--- src/sv/mrwt_pkg.sv ---
// Shared types and constants for the Miller-Rabin witness test core.
package mrwt_pkg;

   localparam int NBITS_DEFAULT = 64;
   localparam int FIELD_W = 64;

   localparam logic [1:0] VERDICT_COMPOSITE = 2'd0;
   localparam logic [1:0] VERDICT_PRIME     = 2'd1;
   localparam logic [1:0] VERDICT_BAD       = 2'd2;

   // Operand selection for the shared multiplier.
   localparam logic [1:0] SEL_MUL = 2'd0;  // r * base
   localparam logic [1:0] SEL_SQB = 2'd1;  // base * base
   localparam logic [1:0] SEL_SQR = 2'd2;  // r * r, one of the final squarings

   // Datapath operations issued by the controller.
   typedef enum logic [3:0] {
      OP_NONE   = 4'd0,
      OP_LOAD   = 4'd1,  // capture n and x, start x mod n
      OP_RED    = 4'd2,  // one restoring step of x mod n
      OP_SPLIT  = 4'd3,  // shift t right once, count s
      OP_RINIT  = 4'd4,  // r = 1, base = x
      OP_MSTART = 4'd5,  // start the product picked by mul_sel
      OP_MSTEP  = 4'd6,  // one double-and-add step
      OP_MDONE  = 4'd7,  // write product back
      OP_ESHIFT = 4'd8   // e >>= 1
   } op_type;

   typedef struct packed {
      op_type     op;
      logic [1:0] mul_sel;
   } cmd_type;

   typedef struct packed {
      logic n_lt2;       // n below two
      logic x_zero;      // reduced witness is zero
      logic red_done;    // reduction finished
      logic t_even;      // t still even
      logic e_zero;      // exponent exhausted
      logic e_lsb;       // exponent low bit
      logic mul_done;    // multiply finished
      logic r_one;       // r == 1
      logic r_nm1;       // r == n-1
      logic s_zero;      // squaring budget used up
   } stat_type;

endpackage

--- src/sv/miller_rabin_witness_test_core.sv ---
// Top level of the Miller-Rabin witness test core.
//
//  channel  direction  handshake              payload
//  req      in         req_valid/req_stall    req_candidate, req_witness
//  rsp      out        rsp_valid/rsp_stall    rsp_verdict
//
// One item at a time. The witness reduction runs as restoring division steps, the
// split of n-1 shifts once per trailing zero, and each modular multiply runs
// bit-serially in the shared double-and-add unit; a test takes at most 2*NBITS
// multiplies. Reset is synchronous and returns the controller to idle. A held
// result stalls intake until it is transferred; a new item is taken in the same
// cycle as the transfer.
module miller_rabin_witness_test_core
   import mrwt_pkg::*;
#(
   parameter int NBITS = NBITS_DEFAULT
) (
   input  logic               clock,
   input  logic               reset,
   input  logic               req_valid,
   output logic               req_stall,
   input  logic [FIELD_W-1:0] req_candidate,
   input  logic [FIELD_W-1:0] req_witness,
   output logic               rsp_valid,
   input  logic               rsp_stall,
   output logic [1:0]         rsp_verdict
);

   cmd_type  cmd;
   stat_type stat;

   mrwt_ctrl u_ctrl (
      .clock, .reset, .req_valid, .req_stall, .rsp_valid, .rsp_stall,
      .rsp_verdict, .cmd, .stat
   );

   mrwt_datapath #(.NBITS(NBITS)) u_dp (
      .clock, .req_candidate, .req_witness, .cmd, .stat
   );

`ifndef SYNTHESIS
   // A result never carries an undefined verdict code.
   a_verdict_code: assert property (@(posedge clock) disable iff (reset)
      rsp_valid |-> (rsp_verdict == VERDICT_COMPOSITE || rsp_verdict == VERDICT_PRIME
                     || rsp_verdict == VERDICT_BAD))
      else $error("bad verdict code");
   // No intake while a held result is stalled.
   a_no_intake: assert property (@(posedge clock) disable iff (reset)
      (rsp_valid && rsp_stall) |-> req_stall)
      else $error("intake during stalled result");
   // A result appears only after an item was taken.
   a_rsp_cause: assert property (@(posedge clock) disable iff (reset)
      $rose(rsp_valid) |-> $past(req_stall))
      else $error("result without work");
`endif

endmodule

--- src/sv/mrwt_datapath.sv ---
// Datapath of the witness test: reduction, split of n-1, bit-serial modular multiply.
module mrwt_datapath
   import mrwt_pkg::*;
#(
   parameter int NBITS = NBITS_DEFAULT
) (
   input  logic               clock,
   input  logic [FIELD_W-1:0] req_candidate,
   input  logic [FIELD_W-1:0] req_witness,
   input  cmd_type            cmd,
   output stat_type           stat
);

   localparam int CW = $clog2(NBITS + 1);

   logic [NBITS-1:0] n_ff, n_in;
   logic [NBITS-1:0] x_ff, x_in;      // reduced witness / base
   logic [NBITS-1:0] e_ff, e_in;      // exponent t, consumed by pow
   logic [NBITS-1:0] r_ff, r_in;
   logic [NBITS-1:0] acc_ff, acc_in;  // product accumulator / reduction remainder
   logic [NBITS-1:0] ma_ff, ma_in;    // multiplicand
   logic [NBITS-1:0] mb_ff, mb_in;    // multiplier, shifted left each step
   logic [NBITS-1:0] q_ff, q_in;      // dividend bits during reduction
   logic [CW-1:0]    cnt_ff, cnt_in;
   logic [CW-1:0]    s_ff, s_in;

   // Modular add helper, all operands below n.
   function automatic logic [NBITS-1:0] madd(input logic [NBITS-1:0] a,
                                             input logic [NBITS-1:0] b,
                                             input logic [NBITS-1:0] m);
      logic [NBITS-1:0] room;
      room = m - b;
      if (a >= room) return a - room;
      return a + b;
   endfunction

   logic [NBITS-1:0] dbl, addv, nm1;
   logic [NBITS:0]   rem2;

   assign nm1  = n_ff - NBITS'(1);
   assign dbl  = madd(acc_ff, acc_ff, n_ff);
   assign addv = madd(dbl, ma_ff, n_ff);
   assign rem2 = {acc_ff, q_ff[NBITS-1]};

   always_comb begin
      n_in = n_ff; x_in = x_ff; e_in = e_ff; r_in = r_ff; acc_in = acc_ff;
      ma_in = ma_ff; mb_in = mb_ff; q_in = q_ff; cnt_in = cnt_ff; s_in = s_ff;
      case (cmd.op)
         OP_LOAD: begin
            n_in   = req_candidate[NBITS-1:0];
            q_in   = req_witness[NBITS-1:0];
            acc_in = '0;
            cnt_in = CW'(NBITS);
            s_in   = '0;
         end
         OP_RED: begin
            // One restoring division step of x by n.
            if (rem2 >= {1'b0, n_ff}) acc_in = NBITS'(rem2 - {1'b0, n_ff});
            else acc_in = rem2[NBITS-1:0];
            q_in   = q_ff << 1;
            cnt_in = cnt_ff - CW'(1);
            e_in   = nm1;
            if (cnt_ff == CW'(1)) x_in = (rem2 >= {1'b0, n_ff}) ?
               NBITS'(rem2 - {1'b0, n_ff}) : rem2[NBITS-1:0];
         end
         OP_SPLIT: begin
            e_in = e_ff >> 1;
            s_in = s_ff + CW'(1);
         end
         OP_RINIT: begin
            r_in = NBITS'(1);
         end
         OP_MSTART: begin
            acc_in = '0;
            cnt_in = CW'(NBITS);
            case (cmd.mul_sel)
               SEL_MUL: begin ma_in = r_ff; mb_in = x_ff; end
               SEL_SQB: begin ma_in = x_ff; mb_in = x_ff; end
               default: begin ma_in = r_ff; mb_in = r_ff; end
            endcase
         end
         OP_MSTEP: begin
            acc_in = mb_ff[NBITS-1] ? addv : dbl;
            mb_in  = mb_ff << 1;
            cnt_in = cnt_ff - CW'(1);
         end
         OP_MDONE: begin
            if (cmd.mul_sel == SEL_SQB) x_in = acc_ff;
            else r_in = acc_ff;
            if (cmd.mul_sel == SEL_SQR) s_in = s_ff - CW'(1);
         end
         OP_ESHIFT: begin
            e_in = e_ff >> 1;
         end
         default: ;
      endcase
   end

   always_ff @(posedge clock) begin
      n_ff <= n_in; x_ff <= x_in; e_ff <= e_in; r_ff <= r_in; acc_ff <= acc_in;
      ma_ff <= ma_in; mb_ff <= mb_in; q_ff <= q_in; cnt_ff <= cnt_in; s_ff <= s_in;
   end

   // Status back to the controller.
   assign stat.n_lt2    = (n_ff < NBITS'(2));
   assign stat.x_zero   = (x_ff == '0);
   assign stat.red_done = (cnt_ff == '0);
   assign stat.t_even   = ~e_ff[0];
   assign stat.e_zero   = (e_ff == '0);
   assign stat.e_lsb    = e_ff[0];
   assign stat.mul_done = (cnt_ff == '0);
   assign stat.r_one    = (r_ff == NBITS'(1));
   assign stat.r_nm1    = (r_ff == nm1);
   assign stat.s_zero   = (s_ff == '0);

endmodule

--- src/sv/mrwt_ctrl.sv ---
// Controller state machine sequencing the witness test.
module mrwt_ctrl
   import mrwt_pkg::*;
(
   input  logic       clock,
   input  logic       reset,
   input  logic       req_valid,
   output logic       req_stall,
   output logic       rsp_valid,
   input  logic       rsp_stall,
   output logic [1:0] rsp_verdict,
   output cmd_type    cmd,
   input  stat_type   stat
);

   typedef enum logic [11:0] {
      S_IDLE   = 12'b000000000001,
      S_CHECK  = 12'b000000000010,
      S_RED    = 12'b000000000100,
      S_XCHK   = 12'b000000001000,
      S_SPLIT  = 12'b000000010000,
      S_POWCHK = 12'b000000100000,
      S_MSTART = 12'b000001000000,
      S_MSTEP  = 12'b000010000000,
      S_MDONE  = 12'b000100000000,
      S_SQCHK  = 12'b001000000000,
      S_SPARE  = 12'b010000000000,
      S_DONE   = 12'b100000000000
   } state_type;

   state_type  state_ff, state_in;
   logic [1:0] sel_ff, sel_in;
   logic [1:0] verdict_ff, verdict_in;
   logic       busy;

   assign busy      = (state_ff != S_IDLE) && !(state_ff == S_DONE && !rsp_stall);
   assign req_stall = busy;
   assign rsp_valid = (state_ff == S_DONE);
   assign rsp_verdict = verdict_ff;

   // Next state and command decode.
   always_comb begin
      state_in = state_ff; sel_in = sel_ff; verdict_in = verdict_ff;
      cmd.op = OP_NONE; cmd.mul_sel = sel_ff;
      case (state_ff)
         S_IDLE, S_DONE: begin
            if (state_ff == S_IDLE || !rsp_stall) begin
               state_in = S_IDLE;
               if (req_valid) begin
                  cmd.op   = OP_LOAD;
                  state_in = S_CHECK;
               end
            end
         end
         S_CHECK: begin
            if (stat.n_lt2) begin
               verdict_in = VERDICT_BAD; state_in = S_DONE;
            end else state_in = S_RED;
         end
         S_RED: begin
            cmd.op = OP_RED;
            if (stat.red_done) state_in = S_XCHK;
         end
         S_XCHK: begin
            if (stat.x_zero) begin
               verdict_in = VERDICT_BAD; state_in = S_DONE;
            end else state_in = S_SPLIT;
         end
         S_SPLIT: begin
            if (stat.t_even) cmd.op = OP_SPLIT;
            else begin
               cmd.op = OP_RINIT; state_in = S_POWCHK;
            end
         end
         S_POWCHK: begin
            if (stat.e_zero) begin
               if (stat.r_one) begin
                  verdict_in = VERDICT_PRIME; state_in = S_DONE;
               end else state_in = S_SQCHK;
            end else begin
               sel_in = stat.e_lsb ? SEL_MUL : SEL_SQB;
               state_in = S_MSTART;
            end
         end
         S_MSTART: begin
            cmd.op = OP_MSTART; state_in = S_MSTEP;
         end
         S_MSTEP: begin
            if (stat.mul_done) state_in = S_MDONE;
            else cmd.op = OP_MSTEP;
         end
         S_MDONE: begin
            cmd.op = OP_MDONE;
            if (sel_ff == SEL_MUL) begin
               sel_in = SEL_SQB; state_in = S_MSTART;
            end else if (sel_ff == SEL_SQB) begin
               cmd.op = OP_MDONE; state_in = S_SPARE;
            end else state_in = S_SQCHK;
         end
         S_SPARE: begin
            cmd.op = OP_ESHIFT; state_in = S_POWCHK;
         end
         S_SQCHK: begin
            if (stat.s_zero) begin
               verdict_in = VERDICT_COMPOSITE; state_in = S_DONE;
            end else if (stat.r_nm1) begin
               verdict_in = VERDICT_PRIME; state_in = S_DONE;
            end else begin
               sel_in = SEL_SQR; state_in = S_MSTART;
            end
         end
         default: state_in = S_IDLE;
      endcase
   end

   always_ff @(posedge clock) begin
      if (reset) state_ff <= S_IDLE;
      else state_ff <= state_in;
      sel_ff     <= sel_in;
      verdict_ff <= verdict_in;
   end

endmodule

--- config.mk ---
export PLATFORM = sky130hd
export DESIGN_NAME = miller_rabin_witness_test_core
export DESIGN_NICKNAME = d
export VERILOG_FILES = /design/src/sv/mrwt_pkg.sv /design/src/sv/miller_rabin_witness_test_core.sv /design/src/sv/mrwt_datapath.sv /design/src/sv/mrwt_ctrl.sv
export SDC_FILE = /design/constraint.sdc
export NUM_CORES = 2
export LEC_CHECK = 0
export ABC_CLOCK_PERIOD_IN_PS = 9300
export BUFFER_PORTS_ARGS = -buffer_cell sky130_fd_sc_hd__buf_4
export CELL_PAD_IN_SITES_DETAIL_PLACEMENT = 0
export CELL_PAD_IN_SITES_GLOBAL_PLACEMENT = 1
export CORE_MARGIN = 5
export CORE_UTILIZATION = 45
export DETAILED_ROUTE_END_ITERATION = 6
export HOLD_SLACK_MARGIN = 0.05
export PLACE_DENSITY = 0.81
export SYNTH_ARGS = -nofsm -noshare
export SYNTH_HDL_FRONTEND = slang
export SYNTH_SLANG_ARGS = --single-unit
--- constraint.sdc ---
create_clock -name clock -period 9.3 [get_ports clock]
set_clock_uncertainty 0.1 [all_clocks]
set_input_delay 0.465 -clock clock [delete_from_list [all_inputs] [get_ports clock]]
set_output_delay 0.465 -clock clock [all_outputs]
set_load 0.1 [all_outputs]
==> results.sh <==
export IMPL_fin_nets=7498
export IMPL_path_max_fanout=13
export IMPL_grt_max_degree=173
export IMPL_clkTransAtPathRegs_ns=0.06
export IMPL_overflow=0
export IMPL_ys_flop_type="edfxtp_1"
export IMPL_clock_sinks=542
export IMPL_yosysUniqueCellTypes=86
export IMPL_hpwl_mm=186.6
export IMPL_maxCapViolCount=1
export IMPL_holdPathEnd="u_dp.q_ff[41]$_DFFE_PP_"
export IMPL_relSlewSlack_pct=-6.305
export IMPL_n_fill_cell=10060
export IMPL_cp_start_kind="flop"
export IMPL_synth_top_area_share_pct=31.98
export IMPL_rrSetupSlack_ns=0.12
export IMPL_synth_area_leaders="edfxtp_1 (32%), ha_1 (9.8%), a21oi_1 (6.3%)"
export IMPL_cp_required_ns=9.59
export IMPL_yosys_area_top_type="edfxtp_1"
export IMPL_worst_slew_pin_slew_ns=1.578
export IMPL_firstDrtPassIters=7
export IMPL_grtUsageTotal_pct=37.80
export IMPL_grt_pass1_wl_mm=326.6
export IMPL_cts_buffer_depth=3
export IMPL_ys_seq_area_share_pct=32.46
export IMPL_fin_tns_setup_ns=0
export IMPL_synthAdderAreaFrac_pct=10.09
export IMPL_rsz0062_at_grt="true"
export IMPL_worstSetupPathType="flop to flop"
export IMPL_synth_seq_cells=542
export IMPL_num_rows=122
export IMPL_setup_violations=0
export IMPL_crit_top_cell="buf_4"
export IMPL_hold_violations=0
export IMPL_synth_xor_area_share_pct=8.569
export IMPL_clock_latency_ns=0.67
export IMPL_stdcell_area_sq_um=63680
export IMPL_status="finished, violations left"
export IMPL_crit_path_top_delay_cell="o32ai_4"
export IMPL_io_pins=136
export IMPL_synth_mux_area_share_pct=3.047
export IMPL_regToRegEndpoint="u_dp.acc_ff[5]$_DFFE_PP_"
export IMPL_drtAntennaViolNets=0
export IMPL_cts_tree="built"
export IMPL_die_h_microns=342.5
export IMPL_antenna_found_initial=5
export IMPL_wl_per_cell_microns=27.14
export IMPL_yosysMostFrequentCell="nand2_1"
export IMPL_synth_top_family_by_area="compound AO/OA/AOI/OAI gates"
export IMPL_crit_start="u_dp.acc_ff[1]$_DFFE_PP_"
export IMPL_post_route_period_util_pct=98.67
export IMPL_max_stage_delay_ns=0.50
export IMPL_area_delta_synth_final_pct=27.97
export IMPL_syn_area_sq_um=49760
export IMPL_numCtsBuffers=67
export IMPL_die_w_microns=342.5
export IMPL_synth_compound_area_share_pct=23.61
export IMPL_cp_arrival_ns=9.47
export IMPL_drv_slew=3
export IMPL_hold_path_cell_count=2
export IMPL_syn_nets=6450
export IMPL_htreeDepth=3
export IMPL_hold_start="u_dp.q_ff[40]$_DFFE_PP_"
export IMPL_ys_async_sr_fraction_pct=0
export IMPL_core_area_sq_um=110200
export IMPL_drive_gt1_share_pct=21.36
export IMPL_vias=52300
export IMPL_gp_congestion=1.029
export IMPL_placed_cell_area_sq_um=59070
export IMPL_drc=3
export IMPL_io_buffer_count=135
export IMPL_initial_core_util_pct=45.15
export IMPL_synth_area_per_cell_sq_um=8.405
export IMPL_period_needed_ns=9.176
export IMPL_hp_class="flop to flop"
export IMPL_dieArea_sq_um=117300
export IMPL_max_freq_mhz=109.0
export IMPL_rr_worst_depth=39
export IMPL_synth_common_cells="nand2_1 (664), a21oi_1 (625), edfxtp_1 (530)"
export IMPL_r2r_start="u_dp.acc_ff[1]$_DFFE_PP_"
export IMPL_cts_root_buf="clkbuf_16"
export IMPL_vias_per_cell=6.145
export IMPL_synth_warnings=0
export IMPL_drtIter0Drc=6830
export IMPL_synth_simple_area_share_pct=18.03
export IMPL_routed_wl_mm=231.0
export IMPL_violations="DRC, capacitance limit, slew limit"
export IMPL_synthCells=5921
export IMPL_crit_path_end_kind="flop"
export IMPL_synth_edf_count=530
export IMPL_first_global_vias=48510
-- area by class of cell --
cell class | instances | area [sq um] | share of cell area [%]
multi-input cells | 4825 | 32450 | 50.96
flip-flops and latches | 542 | 16160 | 25.37
repair buffers | 1243 | 9913 | 15.57
well taps | 1488 | 1862 | 2.924
clock buffers | 72 | 1695 | 2.662
inverters | 290 | 1089 | 1.709
clock inverters | 49 | 509.2 | 0.7997
diodes | 3 | 7.507 | 0.01179
-- worst max-delay path, delay by kind of cell (launching register included) --
kind	cells	cell delay, ns
AOI/OAI and AO/OA	21	4.92
and+or+nand+nor	4	0.74
xor gates and xnor gates	1	0.23
buffers and inverters	10	1.58
adders and majority gates	3	0.90
DFF	1	0.38
-- sequential cells by signal (all words and copies together), names as in the netlist, 12 cells and up --
signal / cells
u_ctrl.state_ff: 12
u_dp.e_ff: 64
u_dp.r_ff: 64
u_dp.n_ff: 64
u_dp.acc_ff: 64
u_dp.x_ff: 64
u_dp.q_ff: 64
u_dp.mb_ff: 64
u_dp.ma_ff: 64
-- stage by stage --
stage,hold slack [ns],utilization [%],cells,worst slack [ns]
final,0.4001,57.78,8512,0.1239
after global routing,0.4089,57.78,8509,-0.05624
after CTS,0.3912,57.04,8491,-0.01562
after detailed placement,0.3975,53.60,8234,-1.527
after global placement,0.3976,53.60,8234,-1.489
after floorplan,0.3905,-,5921,0.004049
-- cell families after synthesis --
family / Yosys count
xor gates and xnor gates: 479
buffers and inverters: 554
AOI/OAI and AO/OA: 1893
DFF: 542
adders and majority gates: 397
muxes: 143
and+or+nand+nor: 1913
-- per-layer routing --
metal / vias to the layer above / track usage [%] / part of all wire, % / wire length (microns)
li1: 23910 / - / - / -
met1: 25110 / 57.92 / 45 / 103200
met2: 3011 / 50.32 / 38 / 87250
met3: 265 / 13.49 / 15 / 34450
met4: 4 / 8.192 / 2.6 / 5946
met5: - / 0.9395 / 0.071 / 165
-- worst max-delay path by stage --
stage | to | slack (ns) | cells past startpoint
after floorplan | u_dp.mb_ff[0]$_SDFFCE_PP0P_ | 0.004 | 8
after global placement | u_dp.acc_ff[5]$_DFFE_PP_ | -1.49 | 40
after detailed placement | u_dp.acc_ff[5]$_DFFE_PP_ | -1.53 | 39
after CTS | u_dp.acc_ff[62]$_DFFE_PP_ | -0.02 | 39
after global routing | u_dp.acc_ff[62]$_DFFE_PP_ | -0.06 | 43
final | u_dp.acc_ff[5]$_DFFE_PP_ | 0.12 | 39
-- placed cells by master (no fill, tap or decap), drive strengths merged, types with 65 or more instances in the layout --
master / count
a21o: 266
a21oi: 625
buf: 1110
clkbuf: 74
dlygate4sd3: 131
edfxtp: 530
ha: 390
inv: 294
mux2: 68
mux2i: 75
nand2: 665
nand3: 97
nand4: 111
nor2: 515
nor2b: 65
nor3: 92
nor4: 102
o211ai: 65
o21ai: 443
o21bai: 69
xnor2: 301
xor2: 173
-- what timing repair did --
action | 4_1_cts | 5_1_grt
pin swaps | 13 | 52
hold buffers | 131 | 0
buffers inserted | 5 | 16
endpoints found under the hold margin | 138 | 0
endpoints found under the setup margin | 64 | 64
cloned | 0 | 2
gates resized for setup | 59 | 149
Power is left out: the tool's default activity adds up to more than one toggle a clock period on the data nets, which glitch-free logic cannot reach.
